<file path="config.mk">
export PLATFORM = sky130hd
export DESIGN_NAME = sia_res_fifo_flat
export DESIGN_NICKNAME = d
export VERILOG_FILES = /design/src/rtl/core/sia_pkg.sv /design/src/rtl/core/sia_result_if.sv /design/src/rtl/core/sia_res_fifo.sv /design/src/flat_wrapper.sv
export SDC_FILE = /design/constraint.sdc
export NUM_CORES = 1
export LEC_CHECK = 0
export BUFFER_PORTS_ARGS = -buffer_cell sky130_fd_sc_hd__buf_2
export CAP_MARGIN = 30
export CORE_ASPECT_RATIO = 1.2
export CORE_UTILIZATION = 35
export CTS_CLUSTER_DIAMETER = 30
export CTS_CLUSTER_SIZE = 10
export DETAILED_ROUTE_END_ITERATION = 8
export PLACE_DENSITY = 0.53
export SYNTH_ARGS = -nofsm -noshare
export SYNTH_HDL_FRONTEND = slang
export SYNTH_SLANG_ARGS = --single-unit
</file>
<file path="constraint.sdc">
create_clock -name clk_i -period 7.9 [get_ports clk_i]
set_clock_uncertainty 0.05 [all_clocks]
set_input_delay 0.395 -clock clk_i [delete_from_list [all_inputs] [get_ports clk_i]]
set_output_delay 0.395 -clock clk_i [all_outputs]
set_load 0.01 [all_outputs]
</file>
<file path="src/rtl/core/sia_pkg.sv">
package sia_pkg;

  // Field and register widths
  localparam int NUM_POINTS_W = 17;
  localparam int STEP_W       = 32;
  localparam int SAMPLE_W     = 32;
  localparam int RESULT_W     = 64;
  localparam int SUM_W        = 56;
  localparam int WEIGHT_W     = 6;
  localparam int PROD_W       = SAMPLE_W + WEIGHT_W;

  // Configuration port
  localparam int CFG_IDX_W  = 2;
  localparam int CFG_DATA_W = 32;
  localparam logic [CFG_IDX_W-1:0] CFG_NUM_POINTS = 2'd0;
  localparam logic [CFG_IDX_W-1:0] CFG_STEP_SIZE  = 2'd1;

  localparam logic [NUM_POINTS_W-1:0] NUM_POINTS_RST = 17'd3;
  localparam logic [STEP_W-1:0]       STEP_SIZE_RST  = 32'd65536;
  localparam logic [NUM_POINTS_W-1:0] MAX_POINTS     = 17'd65536;

  // Scaling: divide by 24 * 2^16 = 3 * 2^19
  localparam int MAG_W      = SUM_W;
  localparam int MAG_LO_W   = 32;
  localparam int MAG_HI_W   = MAG_W - MAG_LO_W;
  localparam int FULL_W     = MAG_W + STEP_W;
  localparam int SCALE_SH   = 19;
  localparam int DIV_W      = FULL_W - SCALE_SH;
  localparam int DIV_CHUNK  = 8;
  localparam int DIV_STAGES = (DIV_W + DIV_CHUNK - 1) / DIV_CHUNK;
  localparam int DIV_PAD_W  = DIV_STAGES * DIV_CHUNK;

  // Result queue
  localparam int FIFO_DEPTH = 16;
  localparam int FIFO_PTR_W = $clog2(FIFO_DEPTH);
  localparam int FIFO_CNT_W = FIFO_PTR_W + 1;

  // Finished weighted sum handed to the scaler
  typedef struct packed {
    logic             valid;
    logic [SUM_W-1:0] sum;
  } sia_sum_t;

  // Sign and rounding flags that ride along the divider
  typedef struct packed {
    logic neg;
    logic inexact;
  } sia_side_t;

endpackage

</file>
<file path="src/rtl/core/sia_result_if.sv">
interface sia_result_if import sia_pkg::*; ();
  logic                       valid;
  logic                       ready;
  logic signed [RESULT_W-1:0] integral;

  modport source (output valid, output integral, input ready);
  modport sink (input valid, input integral, output ready);
endinterface

</file>
<file path="src/rtl/core/sia_res_fifo.sv">
module sia_res_fifo import sia_pkg::*; (
  input  logic                clk_i,
  input  logic                rst_ni,
  input  logic                push_i,
  input  logic [RESULT_W-1:0] data_i,
  sia_result_if.source        result_ch
);

  logic [RESULT_W-1:0]   mem_q [FIFO_DEPTH];
  logic [FIFO_PTR_W-1:0] wptr_q, rptr_q;
  logic [FIFO_CNT_W-1:0] cnt_q;
  logic                  pop;

  assign result_ch.valid    = (cnt_q != '0);
  assign result_ch.integral = mem_q[rptr_q];
  assign pop                = result_ch.valid && result_ch.ready;

  always_ff @(posedge clk_i) begin
    if (push_i) begin
      mem_q[wptr_q] <= data_i;
    end
  end

  // Pointers and fill level
  always_ff @(posedge clk_i or negedge rst_ni) begin
    if (!rst_ni) begin
      wptr_q <= '0;
      rptr_q <= '0;
      cnt_q  <= '0;
    end else begin
      if (push_i) begin
        wptr_q <= wptr_q + 1'b1;
      end
      if (pop) begin
        rptr_q <= rptr_q + 1'b1;
      end
      if (push_i && !pop) begin
        cnt_q <= cnt_q + 1'b1;
      end else if (pop && !push_i) begin
        cnt_q <= cnt_q - 1'b1;
      end
    end
  end

  a_no_overflow: assert property (@(posedge clk_i) disable iff (!rst_ni)
    push_i |-> (cnt_q < FIFO_CNT_W'(FIFO_DEPTH)))
    else $error("result queue written while full");

  a_pop_moves_head: assert property (@(posedge clk_i) disable iff (!rst_ni)
    (pop && !push_i) |=> (cnt_q == $past(cnt_q) - 1'b1) && (rptr_q == $past(rptr_q) + 1'b1))
    else $error("result queue head did not advance");

  a_push_then_valid: assert property (@(posedge clk_i) disable iff (!rst_ni)
    push_i |=> result_ch.valid)
    else $error("pushed result not presented");

endmodule

</file>
<file path="src/flat_wrapper.sv">
// flat-port wrapper written by rule: the top's interface ports become plain ports
module sia_res_fifo_flat import sia_pkg::*;
  (clk_i, rst_ni, push_i, data_i, result_ch_valid, result_ch_integral, result_ch_ready);
  sia_result_if result_ch_i ();
  input  logic clk_i;
  input  logic rst_ni;
  input  logic push_i;
  input  logic [RESULT_W-1:0] data_i;
  output wire logic [$bits(result_ch_i.valid)-1:0] result_ch_valid;
  output wire logic [$bits(result_ch_i.integral)-1:0] result_ch_integral;
  input wire logic [$bits(result_ch_i.ready)-1:0] result_ch_ready;
  assign result_ch_valid = result_ch_i.valid;
  assign result_ch_integral = result_ch_i.integral;
  assign result_ch_i.ready = result_ch_ready;
  sia_res_fifo u_core (.clk_i(clk_i), .rst_ni(rst_ni), .push_i(push_i), .data_i(data_i), .result_ch(result_ch_i));
endmodule
</file>
==> results.md <==
- Outcome: complete, no violations
- Total gr overflow: 0
- Yosys top cell by area: edfxtp_1
- Crit share post-route: 55.0%
- Fillers: ~9.8k
- Max-Cap Viols: 0
- Top post-synthesis cells by area: edfxtp_1 (77%), mux4_2 (7.2%), mux2i_1 (6.5%)
- Final WL: approximately 100,000 um
- Initial core utilization: 35.3%
- Largest net degree at the start of global routing: 135
- Yosys cell types: 30
- Vias per cell: 5.21
- Post-synth net total: 2,002
- Row cnt: 135
- Fin util: between 40% and 50%
- R2R Setup Slk: between 5 and 6 ns
- DIE WIDTH: 310 um
- Cell Area, Placed: between 40,000 and 50,000 um^2
- Synth Area in Compound Gates: between 4 and 5%
- Design Area, Final: 49,200 um^2
- Area share of the largest cell type after synthesis: 77.2%
- Antenna viol nets, final: 0
- Number of global-route vias before repair: ~21k
- Cell area after synthesis: ~40,000 um^2
- HP Class: primary input to asynchronous set/reset pin
- CP Max Fanout: 134
- CP Launch Point: u_core.rptr_q[0]$_DFFE_PN0P_
- DRT iter0 DRCs: roughly 1.3k
- Initial antenna violation count: 6
- DRC: 0
- Flops & latches, synth: 1,037
- Die H: 372 um
- WP buf/inv: 2
- Slew of the pin with the lowest slew margin: 1.16 ns
- Fmax: around 0.23 GHz
- Die footprint: 115,000 um^2
- WP data arrival: 3.90 ns
- Xor/xnor cell area share of the yosys netlist: 0.220%
- Clock slew at reported path FFs: 0.04 ns
- Via count: about 20k
- Max stage delay on crit path: 1.01 ns
- Clock latency on the worst-skew pair: roughly 0.74 ns
- Mux cell area share after synthesis: between 10 and 15%
- Switch share: a little under a third
- Setup-failing EPs final: 0
- Static Leak: 16.7 nW
- Clk buf depth: 3
- CTS Sinks: between 1k and 1.5k
- Maximum VDD drop: 0.000392 V
- Num CTS Buffers: 188
- RSZ-0062 raised after global routing: no
- Slew HR: 22.6%
- Total chip power: 19.8 mW
- Psw: 6.05 mW
- P_int: between 10 and 15 mW
- Initial DRT Pass Iterations: 4
- Seq pwr share: a little over a third
- Power density over cell area: 403 nW/um^2
- Core Region: 113,000 um^2
- Global-route wire length before repair: 143,000 um
- CP Class: flip-flop to primary output
- Period minus WS final: roughly 4.3 ns
- Sequential fraction of the synthesis area: 78.0%
- Startpoint Class: flip-flop
- All-Layer GR Usage: 17.2%
- Adder-cell share of the synthesized area: 0.333%
- Setup crit end kind: primary output
- Worst-path cell with the longest stage delay: dfrtp_4
- Fraction of layout cells with a size suffix above 1: around a quarter
- Combinational family with the most area after synthesis: multiplexers
- Cell Chain, Critical Path: buf_12 -> mux4_2 -> a22oi_1 -> nand2_1 -> buf_2
- Hold Fails Final Rpt: 0
- Final slew viol count: 0
- Avg Cell Area, Syn: 20.7 um^2
- Synth Warn #: 0
- GPL Wtd Cong: around 0.72
- Detailed Place HPWL: 47,500 um
- Area grow syn2layout: 23.5%
- # port buffers: 132
- WP data required: 7.46 ns
- Cells after synthesis: 1,924
- H-tree Lvls: 4
- Combinational share of power: 24.9%
- TritonCTS clock tree: done
- Nets@finish: about 2.3k
- Clock power frac: 40.0%
- Root Driver: clkbuf_16
- Crit path max-delay family: flip-flops
- Routed WL per cell: ~25 um
- Setup TNS: 0 ns
- Num ports: around 130
- RR Startpoint: u_core.wptr_q[3]$_DFFE_PN0P_
- Simple-gate share of the synthesized area: approximately 1.1%
power groups by stage:
stage / registers (mW) / logic [mW] / clock network [mW]
after global routing: 7.00 / 5.35 / 8.32
after global placement: 7.04 / 4.96 / 0
after detailed placement: 7.07 / 5.00 / 0
after floorplan: 6.84 / 3.45 / 0
after CTS: 6.97 / 5.04 / 8.06
final: 6.96 / 4.94 / 7.92
worst paths after layout:
check / cells after the start / endpoint
setup / recovery: 5 / result_ch_integral[47]
hold / removal: 2 / u_core.cnt_q[4]$_DFFE_PN0P_
setup reg to reg: 4 / u_core.mem_q[7][58]$_DFFE_PP_
hold reg to reg: 1 / u_core.cnt_q[4]$_DFFE_PN0P_
max in group asynchronous: 2 / u_core.rptr_q[3]$_DFFE_PN0P_
min in group clk_i: 3 / u_core.rptr_q[0]$_DFFE_PN0P_
state kept, by name, summed over array words and instances (netlist names):
register and flops:
u_core.mem_q 1024, u_core.cnt_q 5, u_core.wptr_q 4, u_core.rptr_q 4
area by class of cell:
class                   instances  area (um^2)  area share, %
well taps                    1507         1890           3.83
flip-flops and latches       1037        31100           63.2
clock inverters               138         1570           3.18
repair buffers                234         1660           3.37
diodes                          2         5.00         0.0102
clock buffers                 209         4830           9.80
multi-input cells             772         8170           16.6
inverters                       6         23.8         0.0483
cells in the mapped netlist, drive strengths merged:
master and count:
a21boi 1, a21o 2, a21oi 2, a221oi 128, a22oi 64, and2 10
and3 5, buf 57, clkbuf 52, dfrtp 13, edfxtp 1024, fa 1
ha 9, inv 6, mux2 2, mux2i 257, mux4 128, nand2 72
nand3 2, nand4 1, nor2 7, nor2b 1, nor3 3, o21ai 67
xnor2 7, xor2 3
timing repair:
action,in CTS,in global routing
setup endpoints to repair,0,0
resized for setup,0,0
endpoints found under the hold margin,1039,0
hold buffers,66,0
setup buffers,0,0
cells by family after synthesis:
group / Yosys count
AO/OA/AOI/OAI: 264
XOR/XNOR: 10
adder cells (fa/ha/maj): 10
buffers and inverters: 115
flip-flops: 1037
multiplexers: 387
AND/OR/NAND/NOR: 101
through the flow:
step                      hold WS (ns)  setup WS [ns]  instances
final                            0.106           3.55       3905
after global routing             0.101           3.26       3904
after CTS                       0.0638           3.40       3902
after detailed placement         0.255           4.22       3489
after global placement           0.261           4.21       3488
after floorplan                 0.0494           2.19       1924
cells in the final DEF, fill, tap and decap left out, types with 32 or more instances in the layout:
| master | n |
|---|---|
| a221oi_1 | 128 |
| a22oi_1 | 64 |
| buf_2 | 132 |
| buf_4 | 32 |
| clkbuf_16 | 190 |
| clkinv_2 | 38 |
| dlygate4sd3_1 | 66 |
| edfxtp_1 | 1024 |
| mux2i_1 | 257 |
| mux4_2 | 128 |
| nand2_1 | 72 |
| o21ai_0 | 67 |
metal layers:
| metal | GRT usage, % | share of wire, % | vias to the layer above |
|---|---|---|---|
| met5 | 0 | 0.035 | - |
| met4 | 6.23 | 2.6 | 6 |
| met3 | 3.32 | 5.0 | 189 |
| met2 | 28.7 | 50 | 605 |
| met1 | 22.1 | 42 | 10766 |
| li1 | - | - | 8798 |
worst reg2reg max path, cell delays in order, from the launching register on:
cell and delay, ns:
dfrtp_1 0.48, inv_1 0.20, and3_1 0.25, and2_4 0.61, buf_4 0.72
No activity file was read; power rests on OpenSTA's default activity.
