[src/rtl/core/sia_pkg.sv]
package sia_pkg;

  // Field and register widths
  localparam int NUM_POINTS_W = 17;
  localparam int STEP_W       = 32;
  localparam int SAMPLE_W     = 32;
  localparam int RESULT_W     = 64;
  localparam int SUM_W        = 56;
  localparam int WEIGHT_W     = 6;
  localparam int PROD_W       = SAMPLE_W + WEIGHT_W;

  // Configuration port
  localparam int CFG_IDX_W  = 2;
  localparam int CFG_DATA_W = 32;
  localparam logic [CFG_IDX_W-1:0] CFG_NUM_POINTS = 2'd0;
  localparam logic [CFG_IDX_W-1:0] CFG_STEP_SIZE  = 2'd1;

  localparam logic [NUM_POINTS_W-1:0] NUM_POINTS_RST = 17'd3;
  localparam logic [STEP_W-1:0]       STEP_SIZE_RST  = 32'd65536;
  localparam logic [NUM_POINTS_W-1:0] MAX_POINTS     = 17'd65536;

  // Scaling: divide by 24 * 2^16 = 3 * 2^19
  localparam int MAG_W      = SUM_W;
  localparam int MAG_LO_W   = 32;
  localparam int MAG_HI_W   = MAG_W - MAG_LO_W;
  localparam int FULL_W     = MAG_W + STEP_W;
  localparam int SCALE_SH   = 19;
  localparam int DIV_W      = FULL_W - SCALE_SH;
  localparam int DIV_CHUNK  = 8;
  localparam int DIV_STAGES = (DIV_W + DIV_CHUNK - 1) / DIV_CHUNK;
  localparam int DIV_PAD_W  = DIV_STAGES * DIV_CHUNK;

  // Result queue
  localparam int FIFO_DEPTH = 16;
  localparam int FIFO_PTR_W = $clog2(FIFO_DEPTH);
  localparam int FIFO_CNT_W = FIFO_PTR_W + 1;

  // Finished weighted sum handed to the scaler
  typedef struct packed {
    logic             valid;
    logic [SUM_W-1:0] sum;
  } sia_sum_t;

  // Sign and rounding flags that ride along the divider
  typedef struct packed {
    logic neg;
    logic inexact;
  } sia_side_t;

endpackage

[src/rtl/core/sia_sample_if.sv]
interface sia_sample_if import sia_pkg::*; ();
  logic                       valid;
  logic                       ready;
  logic signed [SAMPLE_W-1:0] sample;

  modport source (output valid, output sample, input ready);
  modport sink (input valid, input sample, output ready);
endinterface

[src/rtl/core/sia_front.sv]
module sia_front import sia_pkg::*; (
  input  logic                    clk_i,
  input  logic                    rst_ni,
  input  logic [NUM_POINTS_W-1:0] num_points_i,
  input  logic                    credit_ok_i,
  sia_sample_if.sink              sample_ch,
  output logic                    last_accept_o,
  output sia_sum_t                sum_o
);

  logic [NUM_POINTS_W-1:0] idx_q, idx_d;
  logic [NUM_POINTS_W-1:0] n_eff, nm1, pos, tail, j;
  logic                    is_last, accept;
  logic [WEIGHT_W-1:0]     weight;

  logic                       a_valid_q, a_last_q;
  logic signed [SAMPLE_W-1:0] a_sample_q;
  logic [WEIGHT_W-1:0]        a_weight_q;

  logic                     p_valid_q, p_last_q;
  logic signed [PROD_W-1:0] p_prod_q, p_prod_d;
  logic signed [PROD_W-1:0] s_ext, w_ext;

  logic [SUM_W-1:0] sum_q, sum_next;
  sia_sum_t         sum_out_q;

  // Effective point count and position of the next request
  always_comb begin
    if (num_points_i < 17'd2) begin
      n_eff = 17'd2;
    end else if (num_points_i > MAX_POINTS) begin
      n_eff = MAX_POINTS;
    end else begin
      n_eff = num_points_i;
    end
    nm1     = n_eff - 17'd1;
    is_last = (idx_q >= nm1);
    pos     = is_last ? nm1 : idx_q;
    tail    = nm1 - pos;
    j       = (pos < tail) ? pos : tail;
  end

  // Weight numerator over 24
  always_comb begin
    if (n_eff[0]) begin
      if (pos == '0 || pos == nm1) begin
        weight = 6'd8;
      end else begin
        weight = pos[0] ? 6'd32 : 6'd16;
      end
    end else if (n_eff == 17'd2) begin
      weight = 6'd12;
    end else if (n_eff == 17'd4) begin
      weight = (pos == '0 || pos == 17'd3) ? 6'd9 : 6'd27;
    end else if (j == '0) begin
      weight = 6'd9;
    end else if (j == 17'd1) begin
      weight = 6'd28;
    end else if (j == 17'd2) begin
      weight = 6'd23;
    end else begin
      weight = 6'd24;
    end
  end

  // Hold off only the closing request while the result queue has no room
  assign sample_ch.ready = !is_last || credit_ok_i;
  assign accept          = sample_ch.valid && sample_ch.ready;
  assign last_accept_o   = accept && is_last;
  assign idx_d           = is_last ? '0 : idx_q + 17'd1;

  always_ff @(posedge clk_i or negedge rst_ni) begin
    if (!rst_ni) begin
      idx_q <= '0;
    end else if (accept) begin
      idx_q <= idx_d;
    end
  end

  // Input register
  always_ff @(posedge clk_i or negedge rst_ni) begin
    if (!rst_ni) begin
      a_valid_q <= 1'b0;
    end else begin
      a_valid_q <= accept;
    end
  end

  always_ff @(posedge clk_i) begin
    if (accept) begin
      a_last_q   <= is_last;
      a_sample_q <= sample_ch.sample;
      a_weight_q <= weight;
    end
  end

  // Weight times sample
  assign s_ext    = {{WEIGHT_W{a_sample_q[SAMPLE_W-1]}}, a_sample_q};
  assign w_ext    = {{SAMPLE_W{1'b0}}, a_weight_q};
  assign p_prod_d = s_ext * w_ext;

  always_ff @(posedge clk_i or negedge rst_ni) begin
    if (!rst_ni) begin
      p_valid_q <= 1'b0;
    end else begin
      p_valid_q <= a_valid_q;
    end
  end

  always_ff @(posedge clk_i) begin
    if (a_valid_q) begin
      p_last_q <= a_last_q;
      p_prod_q <= p_prod_d;
    end
  end

  // Accumulate, wrapping at the sum width
  assign sum_next = sum_q + {{(SUM_W-PROD_W){p_prod_q[PROD_W-1]}}, p_prod_q};

  always_ff @(posedge clk_i or negedge rst_ni) begin
    if (!rst_ni) begin
      sum_q     <= '0;
      sum_out_q <= '0;
    end else begin
      sum_out_q.valid <= p_valid_q && p_last_q;
      if (p_valid_q) begin
        sum_q <= p_last_q ? '0 : sum_next;
      end
      if (p_valid_q && p_last_q) begin
        sum_out_q.sum <= sum_next;
      end
    end
  end

  assign sum_o = sum_out_q;

endmodule

[src/flat_wrapper.sv]
// flat-port wrapper written by rule: the top's interface ports become plain ports
module sia_front_flat import sia_pkg::*;
  (clk_i, rst_ni, num_points_i, credit_ok_i, last_accept_o, sum_o, sample_ch_valid, sample_ch_sample, sample_ch_ready);
  sia_sample_if sample_ch_i ();
  input  logic clk_i;
  input  logic rst_ni;
  input  logic [NUM_POINTS_W-1:0] num_points_i;
  input  logic credit_ok_i;
  output logic last_accept_o;
  output sia_sum_t sum_o;
  input wire logic [$bits(sample_ch_i.valid)-1:0] sample_ch_valid;
  input wire logic [$bits(sample_ch_i.sample)-1:0] sample_ch_sample;
  output wire logic [$bits(sample_ch_i.ready)-1:0] sample_ch_ready;
  assign sample_ch_i.valid = sample_ch_valid;
  assign sample_ch_i.sample = sample_ch_sample;
  assign sample_ch_ready = sample_ch_i.ready;
  sia_front u_core (.clk_i(clk_i), .rst_ni(rst_ni), .num_points_i(num_points_i), .credit_ok_i(credit_ok_i), .sample_ch(sample_ch_i), .last_accept_o(last_accept_o), .sum_o(sum_o));
endmodule
[config.mk]
export PLATFORM = sky130hd
export DESIGN_NAME = sia_front_flat
export DESIGN_NICKNAME = d
export VERILOG_FILES = /design/src/rtl/core/sia_pkg.sv /design/src/rtl/core/sia_sample_if.sv /design/src/rtl/core/sia_front.sv /design/src/flat_wrapper.sv
export SDC_FILE = /design/constraint.sdc
export NUM_CORES = 1
export LEC_CHECK = 0
export ABC_CLOCK_PERIOD_IN_PS = 11400
export BUFFER_PORTS_ARGS = -buffer_cell sky130_fd_sc_hd__buf_2
export CAP_MARGIN = 5
export CORE_MARGIN = 2
export CORE_UTILIZATION = 40
export CTS_CLUSTER_DIAMETER = 60
export DETAILED_ROUTE_END_ITERATION = 6
export SYNTH_ARGS = -nofsm -noshare
export SYNTH_HDL_FRONTEND = slang
export SYNTH_SLANG_ARGS = --single-unit
export TNS_END_PERCENT = 100
[constraint.sdc]
create_clock -name clk_i -period 11.4 [get_ports clk_i]
set_input_delay 0.57 -clock clk_i [delete_from_list [all_inputs] [get_ports clk_i]]
set_output_delay 0.57 -clock clk_i [all_outputs]
set_load 0.05 [all_outputs]
==> results of run 1 <==
==> through the flow <==
step	cells	setup WS, ps	util	hold WS, ps
floorplan	2036	2000	-	274
global placement	2710	1060	0.427	430
detailed placement	2710	760	0.427	405
CTS	2758	1320	0.445	32.1
global route	2758	390	0.445	64.3
finish	2758	1200	0.445	31.0
==> registers in the layout, summed over array words and instances (netlist names) <==
| signal | count |
|---|---|
| u_core.a_valid_q | 1 |
| u_core.a_weight_q | 6 |
| u_core.a_sample_q | 32 |
| u_core.p_valid_q | 1 |
| u_core.sum_o | 57 |
| u_core.idx_q | 17 |
| u_core.sum_q | 56 |
| u_core.p_prod_q | 38 |
| u_core.p_last_q | 1 |
| u_core.a_last_q | 1 |
==> layout by cell type (no fill, tap or decap), types with 40 or more instances in the layout <==
master,synthesis,layout
a21o_1,40,40
a21oi_1,97,97
and2_1,113,113
buf_2,4,110
dfrtp_1,132,131
edfxtp_1,78,78
fa_1,131,131
ha_1,174,174
inv_1,200,199
nand2_1,221,220
nor2_1,113,113
o21ai_0,112,112
o22ai_1,56,56
xnor2_1,86,86
xor2_1,41,41
==> where the power goes <==
group	total [mW]	switching [mW]	internal [mW]
Combinational	3.50	2.13	1.37
Sequential	1.32	0.211	1.11
Clock	0.860	0.334	0.526
==> routing by layer <==
layer,global-route usage,wire (µm),vias to the layer above
met4,0.0498,1060,0
met5,0,0,-
met3,0.0206,1940,72
met2,0.318,21700,287
li1,-,-,7243
met1,0.280,23300,7192
==> worst reg2reg max path, delay by kind of cell (launching register included) <==
kind / cells / cell delay, ps
adders and majority gates: 4 / 1380
DFF: 1 / 440
xor gates and xnor gates: 1 / 200
buffers and inverters: 2 / 140
AOI/OAI and AO/OA: 18 / 4200
and+or+nand+nor: 10 / 1570
==> final timing paths <==
| check | from | end | cells after the start |
|---|---|---|---|
| min in group clk_i | sample_ch_sample[1] | u_core.a_sample_q[1]$_DFFE_PP_ | 1 |
| worst max register to register | u_core.idx_q[14]$_DFFE_PN0P_ | u_core.a_weight_q[4]$_DFFE_PP_ | 35 |
| worst min register to register | u_core.a_last_q$_DFFE_PP_ | u_core.p_last_q$_DFFE_PP_ | 0 |
| max in group asynchronous | rst_ni | u_core.sum_o[20]$_DFFE_PN0P_ | 2 |
| worst max-delay path | num_points_i[8] | u_core.a_weight_q[4]$_DFFE_PP_ | 45 |
| worst min-delay path | rst_ni | u_core.sum_o[49]$_DFFE_PN0P_ | 1 |
==> cell families after synthesis <==
family | count (synthesis) | synth area share
flip-flops | 210 | 0.296
buffers and inverters | 264 | 0.0533
adder cells (fa/ha/maj) | 307 | 0.253
XOR/XNOR | 127 | 0.0583
multiplexers | 13 | 0.00735
AND/OR/NAND/NOR | 658 | 0.175
AO/OA/AOI/OAI | 457 | 0.158
==> cell type report <==
type	count	area, µm²	area share
timing repair buffer	122	644	0.0305
tap	615	769	0.0364
clock buffer	32	694	0.0329
inverter	201	757	0.0358
clock inverter	16	200	0.00947
multi-input combinational	1562	12400	0.588
sequential	210	5650	0.267
==> metrics.md, run 1 <==
| Metric | Value |
|---|---|
| Routed vias/inst | 5.36 |
| Worst Path Arrival | 10500 ps |
| Peak supply drop | 0.0997 mV |
| Detailed placement HPWL | 37200 µm |
| Share of cells above drive strength 1 | 0.0966 |
| Top post-synthesis cells by count | nand2_1 (221), inv_1 (200), ha_1 (174) |
| CP delay by family, top | compound AO/OA/AOI/OAI gates |
| Seq/Total Area, Yosys | 0.296 |
| Root Driver | clkbuf_16 |
| Kind of critical path | in -> reg |
| Die ar. | 49400 µm² |
| RSZ-0062 raised after global routing | false |
| WP buf/inv | 6 |
| Worst clock skew | 12.3 ps |
| Total wire length | 48000 µm |
| Remaining DRCs | 0 |
| Routed via count | 14800 |
| Hold Buf Count CTS | 0 |
| CTS Buf Count | 26 |
| Drt wl/cell | 17.4 µm |
| Clk Latency, worst-skew pair | 540 ps |
| Leak | 9.89 nW |
| Ys flop type | dfrtp_1 |
| Yosys reg bits | 210 |
| Setup tns final | 0 ps |
| Area grow syn2layout | 10.8% |
| Resized Gates After CTS | 0 |
| Fillers | 4647 |
| Number of synthesized flops with an enable pin | 78 |
| Setup crit end kind | flop |
| Ys Warns | 0 |
| Largest net degree at the start of global routing | 112 |
| CP max stage delay | 530 ps |
| Status | complete, no violations |
| Final Cell Area | 21100 µm² |
| Port bufs | 111 |
| Area share of the largest cell type after synthesis | 0.173 |
| Final Critical Period | 10200 ps |
| Initial antenna violation count | 0 |
| Num Clock Sinks | 210 |
| CTS Buffer Depth | 3 |
| Fmax achieved | 98.0 MHz |
| P per Cell Area | 269 nW/µm² |
| Placed cell area | 20200 µm² |
| Die X-Extent | 222 µm |
| Worst Path Max Fanout | 11 |
| Post-route ant nets | 0 |
| R2r setup slk | 3250 ps |
| Final setup viols | 0 |
| GRT Overall Usage | 0.196 |
| Starting DRT DRC Count | 828 |
| Postcts setup bufs | 0 |
| Slew headroom | 0.136 |
| Rows | 80 |
| H-tree lvl count | 1 |
| Die Y | 222 µm |
| Total power | 5.68 mW |
| Syn Std Cell Area | 19100 µm² |
| Number of global-route vias before repair | 15200 |
| I/O Pins | 112 |
| Worst path most repeated cell | ha_1 |
| Hold crit path type | in -> async |
| CTS tree | yes |
| Netlist cell types | 92 |
| Slowest stage cell, crit path | or4_1 |
| Top post-synthesis cells by area | dfrtp_1 (17%), fa_1 (14%), edfxtp_1 (12%) |
| Mapped Cells | 2036 |
| Area leader, netlist | dfrtp_1 |
| Worst Tran Pin Value | 1300 ps |
| Startpoint types | input port |
| Slew Viols, Final | 0 |
| # diodes | 0 |
| Top-count cell post-synth | nand2_1 |
| First-pass GRT wire length | 79000 µm |
| Drt pass-1 iters | 5 |
| Area of the core | 47400 µm² |
| Post-Syn Nets | 2394 |
| Maxcap violations | 0 |
| Initial Util | 0.402 |
| Share of synthesized flip-flops with an asynchronous set or reset | 0.629 |
| Fin. Hold Viols | 0 |
| Clock Pin Slew Worst Setup and Hold Paths | 50 ps |
| Syn Area/Cell | 9.37 µm² |
| Fin crit share | 0.895 |
| Placer Congestion | 0.918 |
| GRT overflow | 0 |
| Crit path required time | 11700 ps |
| Fin nets | 2481 |
No activity file was read; power rests on OpenSTA's default activity.
==> run 2, diff against run 1 <==
--- a/config.mk
+++ b/config.mk
@@ -12,6 +12,7 @@
 export CORE_UTILIZATION = 40
 export CTS_CLUSTER_DIAMETER = 60
 export DETAILED_ROUTE_END_ITERATION = 6
+export PLACE_DENSITY = 0.65
 export SYNTH_ARGS = -nofsm -noshare
 export SYNTH_HDL_FRONTEND = slang
 export SYNTH_SLANG_ARGS = --single-unit
==> constraint.sdc (replaced) <==
create_clock -name clk_i -period 11.4 [get_ports clk_i]
set_input_delay 0.57 -clock clk_i [delete_from_list [all_inputs] [get_ports clk_i]]
set_output_delay 0.57 -clock clk_i [all_outputs]
set_load 0.02 [all_outputs]
==> run 2 against run 1 <==
  * Clock-buffer cell count increased by 6
  * Critical path depth grew 1
  * Sequential share of layout area hardly changed
  * Combinational power shrank 6.3%
  * Clock power is 1% lower
  * Sequential power is essentially flat
  * Clock skew is 13 ps higher
  * Die area did not move
  * Final cell count unchanged
  * Maximum frequency decreased by 1.3%
  * Critical path type unchanged
==> metrics.md, run 2 (same netlist as run 1, synthesis figures left out) <==
| Metric | Value |
|---|---|
| Fillers | 4550 (was 4647) |
| Maxcap violations | 0 (unchanged) |
| Die ar. | 49400 µm² (unchanged) |
| Remaining DRCs | 0 (unchanged) |
| Pint | 3.01 mW (was 3.00 mW) |
| Placer Congestion | 0.903 (was 0.918) |
| Slew headroom | 0.341 (was 0.136) |
| Worst Tran Pin Value | 989 ps (was 1300 ps) |
| Peak supply drop | 0.101 mV (was 0.0997 mV) |
| First-pass GRT wire length | 78200 µm (was 79000 µm) |
| Kind of critical path | in -> reg (unchanged) |
| Worst Path Max Fanout | 24 (was 11) |
| Worst flop-to-flop path endpoint | u_core.a_weight_q[4]$_DFFE_PP_ (unchanged) |
| Fin crit share | 0.907 (was 0.895) |
| Slew Viols, Final | 0 (unchanged) |
| Setup tns final | 0 ps (unchanged) |
| Drt wl/cell | 16.9 µm (was 17.4 µm) |
| Worst clock skew | 24.9 ps (was 12.3 ps) |
| CTS Buf Count | 25 (was 26) |
| Leak | 9.92 nW (was 9.89 nW) |
| WP buf/inv | 6 (unchanged) |
| Register Area | 5650 µm² (unchanged) |
| Crit path required time | 11690 ps (was 11700 ps) |
| Post-route ant nets | 0 (unchanged) |
| Fin util | 0.446 (was 0.445) |
| Clock Power Share | 0.156 (was 0.151) |
| RSZ-0062 raised after global routing | false (unchanged) |
| # diodes | 0 (unchanged) |
| Dpl ws | 659 ps (was 760 ps) |
| Hold Buf Count CTS | 0 (unchanged) |
| Routed vias/inst | 5.38 (was 5.36) |
| Clk Latency, worst-skew pair | 550 ps (was 540 ps) |
| I/O Pins | 112 (unchanged) |
| Rows | 80 (unchanged) |
| Initial antenna violation count | 0 (unchanged) |
| Resized Gates After CTS | 0 (unchanged) |
| Total wire length | 46700 µm (was 48000 µm) |
| Total power | 5.45 mW (was 5.68 mW) |
| CP max stage delay | 530 ps (about the same) |
| Worst Path Arrival | 10630 ps (was 10500 ps) |
| Cell depth of the worst flop-to-flop path | 35 (unchanged) |
| Postcts setup bufs | 0 (unchanged) |
| Port bufs | 111 (unchanged) |
| Root Driver | clkbuf_16 (unchanged) |
| Status | complete, no violations (unchanged) |
| Final setup viols | 0 (unchanged) |
| Most frequent cells in the layout | nand2_1 (220), inv_1 (199), ha_1 (174) (unchanged) |
| Area grow syn2layout | 10.9% (was 10.8%) |
| Non-Filler Instances | 2758 (unchanged) |
| R2r startpoint | u_core.idx_q[14]$_DFFE_PN0P_ (unchanged) |
| Routed via count | 14900 (was 14800) |
| Placed Cells | 2712 (was 2710) |
| Sequential share of power | 0.241 (was 0.233) |
| Fin. Hold Viols | 0 (unchanged) |
| Initial Util | 0.402 (unchanged) |
| Startpoint types | input port (unchanged) |
| Max reg flops | 57 (unchanged) |
| Commonest non-fill, non-tap cell in the layout | nand2_1 (unchanged) |
| R2r setup slk | 3010 ps (was 3250 ps) |
| WHS | 33.3 ps (was 31.0 ps) |
| Final Critical Period | 10340 ps (was 10200 ps) |
| CTS tree | yes (unchanged) |
| P per Cell Area | 258 nW/µm² (was 269 nW/µm²) |
| Num Clock Sinks | 210 (unchanged) |
| Die Y | 222 µm (unchanged) |
| Slowest stage cell, crit path | or4_1 (unchanged) |
| Hold crit path type | in -> async (unchanged) |
| Area of the core | 47400 µm² (unchanged) |
| CP delay by family, top | compound AO/OA/AOI/OAI gates (unchanged) |
| Setup crit end kind | flop (unchanged) |
| GRT overflow | 0 (unchanged) |
| Gate power share | 0.602 (was 0.616) |
| Switching pwr | 2.44 mW (was 2.68 mW) |
| Die X-Extent | 222 µm (unchanged) |
| Sw Ratio | 0.448 (was 0.471) |
| CTS Buffer Depth | 3 (unchanged) |
| Fin nets | 2482 (was 2481) |
| Largest net degree at the start of global routing | 112 (unchanged) |
| Final WS setup | 1060 ps (was 1200 ps) |
| Final Cell Area | 21200 µm² (was 21100 µm²) |
| Placed cell area | 20300 µm² (was 20200 µm²) |
| Clock Pin Slew Worst Setup and Hold Paths | 60 ps (was 50 ps) |
| Starting DRT DRC Count | 833 (was 828) |
| Detailed placement HPWL | 36500 µm (was 37200 µm) |
| Share of cells above drive strength 1 | 0.0985 (was 0.0966) |
| Number of global-route vias before repair | 15200 (about the same) |
| Fmax achieved | 96.7 MHz (was 98.0 MHz) |
| Drt pass-1 iters | 5 (unchanged) |
| H-tree lvl count | 1 (unchanged) |
| GRT Overall Usage | 0.191 (was 0.196) |
| Multi-input logic area | 12400 µm² (unchanged) |
[run 2: layer usage]
metal,track usage,vias to the layer above,wire (µm)
met5,0,-,0
met4,0.0437,0,857
met2,0.309,323,21200
li1,-,7234,-
met1,0.276,7232,22600
met3,0.0217,62,2030
[run 2: how the worst max path moves through the flow]
| stage | start | endpoint | slack (ps) | cells past startpoint |
|---|---|---|---|---|
| floorplan | num_points_i[4] | u_core.a_weight_q[4]$_DFFE_PP_ | 2000 | 50 |
| finish | num_points_i[8] | u_core.a_weight_q[4]$_DFFE_PP_ | 1060 | 46 |
| global route | num_points_i[4] | u_core.a_weight_q[4]$_DFFE_PP_ | 220 | 46 |
| global placement | num_points_i[8] | u_core.a_weight_q[4]$_DFFE_PP_ | 900 | 45 |
| detailed placement | num_points_i[8] | u_core.a_weight_q[3]$_DFFE_PP_ | 660 | 46 |
| CTS | num_points_i[8] | u_core.a_weight_q[3]$_DFFE_PP_ | 1220 | 46 |
[run 2: power by group through the flow]
stage | registers (mW) | logic, mW | clock network [mW]
after global routing | 1.35 | 3.70 | 0.909
final | 1.32 | 3.28 | 0.851
after floorplan | 1.36 | 2.42 | 0
after detailed placement | 1.33 | 3.26 | 0
after global placement | 1.32 | 3.19 | 0
after CTS | 1.32 | 3.28 | 0.878
[run 2: layout make-up]
cell class | instances | share of cell area
inverters | 201 | 0.0358
multi-input cells | 1562 | 0.587
well taps | 615 | 0.0364
flip-flops and latches | 210 | 0.267
clock buffers | 38 | 0.0377
clock inverters | 8 | 0.00497
repair buffers | 124 | 0.0312
==> run 3, diff against run 2 <==
--- a/config.mk
+++ b/config.mk
@@ -5,14 +5,14 @@
 export SDC_FILE = /design/constraint.sdc
 export NUM_CORES = 1
 export LEC_CHECK = 0
-export ABC_CLOCK_PERIOD_IN_PS = 11400
+export ABC_CLOCK_PERIOD_IN_PS = 9200
 export BUFFER_PORTS_ARGS = -buffer_cell sky130_fd_sc_hd__buf_2
 export CAP_MARGIN = 5
 export CORE_MARGIN = 2
 export CORE_UTILIZATION = 40
 export CTS_CLUSTER_DIAMETER = 60
 export DETAILED_ROUTE_END_ITERATION = 6
-export PLACE_DENSITY = 0.65
+export PLACE_DENSITY = 0.67
 export SYNTH_ARGS = -nofsm -noshare
 export SYNTH_HDL_FRONTEND = slang
 export SYNTH_SLANG_ARGS = --single-unit
==> constraint.sdc (replaced) <==
create_clock -name clk_i -period 9.2 [get_ports clk_i]
set_input_delay 0.46 -clock clk_i [delete_from_list [all_inputs] [get_ports clk_i]]
set_output_delay 0.46 -clock clk_i [all_outputs]
set_load 0.02 [all_outputs]
==> run 3 against run 2 <==
  * Clock power grew 30%
  * Power grew 26%
  * Setup slack lost 460 ps
  * Routed wire length grew 2.1%
  * Utilization grew 0.82 points
  * Global-route usage grew 0.27 points
  * Clock skew shrank 12 ps
  * Via count grew 1.0%
  * Sequential power grew 24%
  * Critical path type unchanged
  * Critical path depth is the same
  * Sequential share of layout area shrank 0.48 points
  * Cell area grew 1.8%
==> metrics.md, run 3 (same netlist as run 1, synthesis figures left out) <==
| Metric | Value |
|---|---|
| Status | complete, no violations (unchanged) |
| GRT Overall Usage | 0.194 (was 0.191) |
| Clk Latency, worst-skew pair | 540 ps (was 550 ps) |
| Routed wl met3 | 2170 µm (was 2030 µm) |
| Final setup viols | 0 (unchanged) |
| Worst flop-to-flop path endpoint | u_core.p_prod_q[36]$_DFFE_PP_ (was u_core.a_weight_q[4]$_DFFE_PP_) |
| Worst Tran Pin Value | 1040 ps (was 989 ps) |
| Worst clock skew | 12.5 ps (was 24.9 ps) |
| Post-route ant nets | 0 (unchanged) |
| Hold depth | 1 |
| Total wire length | 47600 µm (was 46700 µm) |
| Routed vias/inst | 5.36 (was 5.38) |
| Worst Path Max Fanout | 12 (was 24) |
| Non-Filler Instances | 2799 (was 2758) |
| Most frequent cells in the layout | nand2_1 (220), inv_1 (199), ha_1 (174) (unchanged) |
| H-tree lvl count | 1 (unchanged) |
| I/O Pins | 112 (unchanged) |
| Number of global-route vias before repair | 15400 (was 15200) |
| Fmax achieved | 116 MHz |
| Drt wl/cell | 17.0 µm (was 16.9 µm) |
| Clock Pin Slew Worst Setup and Hold Paths | 60 ps (about the same) |
| Slew Viols, Final | 0 (unchanged) |
| Port bufs | 111 (unchanged) |
| Placed cell area | 20500 µm² (was 20300 µm²) |
| Maxcap violations | 0 (unchanged) |
| HP Start | sample_ch_sample[4] |
| Fin crit share | 0.935 |
| R2r startpoint | u_core.a_weight_q[3]$_DFFE_PP_ (was u_core.idx_q[14]$_DFFE_PN0P_) |
| First-pass GRT wire length | 78900 µm (was 78200 µm) |
| Die Y | 222 µm (unchanged) |
| GRT overflow | 0 (unchanged) |
| Detailed placement HPWL | 37100 µm (was 36500 µm) |
| Largest net degree at the start of global routing | 112 (unchanged) |
| Worst Path Arrival | 8900 ps (was 10630 ps) |
| Worst path most repeated cell | ha_1 |
| Initial antenna violation count | 3 (was 0) |
| Share of cells above drive strength 1 | 0.117 (was 0.0985) |
| Placer Congestion | 0.889 (was 0.903) |
| Fin. Hold Viols | 0 (unchanged) |
| Num Clock Sinks | 210 (unchanged) |
| CTS Buf Count | 27 (was 25) |
| CP max stage delay | 420 ps (was 530 ps) |
| Final Critical Period | 8600 ps |
| Routed via count | 15000 (was 14900) |
| Cell depth of the worst flop-to-flop path | 23 (was 35) |
| Leak | 10.1 nW (was 9.92 nW) |
| Crit path required time | 9500 ps (was 11690 ps) |
| Startpoint types | input port (unchanged) |
| Max reg flops | 57 (unchanged) |
| WHS | 89.2 ps (was 33.3 ps) |
| Hold crit path type | in -> reg (was in -> async) |
| Rows | 80 (unchanged) |
| Final Cell Area | 21500 µm² (was 21200 µm²) |
| Setup crit end kind | flop (unchanged) |
| Area grow syn2layout | 13.0% (was 10.9%) |
| Total power | 6.88 mW (was 5.45 mW) |
| Slew headroom | 0.308 (was 0.341) |
| Kind of critical path | in -> reg (unchanged) |
| Met2 WL | 22100 µm (was 21200 µm) |
| P per Cell Area | 320 nW/µm² (was 258 nW/µm²) |
| RSZ-0062 raised after global routing | false (unchanged) |
| Fin util | 0.454 (was 0.446) |
| Root Driver | clkbuf_16 (unchanged) |
| Remaining DRCs | 0 (unchanged) |
| Die ar. | 49400 µm² (unchanged) |
| Starting DRT DRC Count | 902 (was 833) |
| DRT met1 WL | 22400 µm (was 22600 µm) |
| Die X-Extent | 222 µm (unchanged) |
| CTS tree | yes (unchanged) |
| Placed Cells | 2744 (was 2712) |
| Initial Util | 0.402 (unchanged) |
| Worst Hold End | u_core.a_sample_q[4]$_DFFE_PP_ |
| Commonest non-fill, non-tap cell in the layout | nand2_1 (unchanged) |
| Drt pass-1 iters | 5 (unchanged) |
| DR top layer | met4 (unchanged) |
| CTS Buffer Depth | 3 (unchanged) |
| Fin nets | 2519 (was 2482) |
| Area of the core | 47400 µm² (unchanged) |
| Slowest stage cell, crit path | a311o_1 (was or4_1) |
| R2r setup slk | 1740 ps (was 3010 ps) |
| Peak supply drop | 0.156 mV (was 0.101 mV) |
[run 3: final cells by class]
type                       instances  area, µm²
fill                            4515      25900
timing repair buffer             159        925
inverter                         201        757
sequential                       210       5650
clock buffer                      39        866
tap                              615        769
clock inverter                    11        101
antenna                            2       5.00
multi-input combinational       1562      12500
[run 3: worst max-delay path: cells and delay by family]
| kind | cells | cell delay (ps) |
|---|---|---|
| multiplexers | 1 | 140 |
| AO/OA/AOI/OAI | 18 | 3780 |
| XOR/XNOR | 1 | 190 |
| AND/OR/NAND/NOR | 15 | 2220 |
| adder cells (fa/ha/maj) | 5 | 1510 |
| buffers and inverters | 6 | 570 |
[run 3: where the power goes]
part | switching [mW] | total, mW | internal (mW)
clock | 0.420 | 1.11 | 0.686
combinational | 2.40 | 4.14 | 1.74
sequential | 0.263 | 1.64 | 1.38
[run 3: what timing repair did]
item                                    in CTS  in global routing
buffers inserted                             0                  2
gates resized for setup                      0                  8
hold buffers                                 1                  0
hold endpoints to repair                    56                  0
endpoints found under the setup margin       0                  5
[run 3: worst max-delay path by stage]
| stage | end | slack [ps] | start | depth (start not counted) |
|---|---|---|---|---|
| 2_1_floorplan | u_core.a_weight_q[4]$_DFFE_PP_ | 30 | num_points_i[4] | 49 |
| 3_3_place_gp | u_core.a_weight_q[4]$_DFFE_PP_ | 230 | num_points_i[2] | 49 |
| 3_5_place_dp | u_core.a_weight_q[3]$_DFFE_PP_ | -90 | num_points_i[2] | 46 |
| 4_1_cts | u_core.a_weight_q[3]$_DFFE_PP_ | 430 | num_points_i[2] | 46 |
| 5_1_grt | u_core.a_weight_q[3]$_DFFE_PP_ | 10 | num_points_i[8] | 46 |
| 6_report | u_core.a_weight_q[3]$_DFFE_PP_ | 600 | num_points_i[7] | 46 |
[run 3: layer usage]
layer  up-vias  global-route usage
met5         -                   0
met4         0              0.0474
met3        60              0.0212
met2       325               0.323
met1      7309               0.271
li1       7309                   -
[run 3: stage by stage]
stage | TNS [ps] | setup WS [ps]
global route | 0 | 11.9
CTS | 0 | 433
finish | 0 | 595
floorplan | 0 | 33.5
global placement | 0 | 225
detailed placement | -179 | -91.1
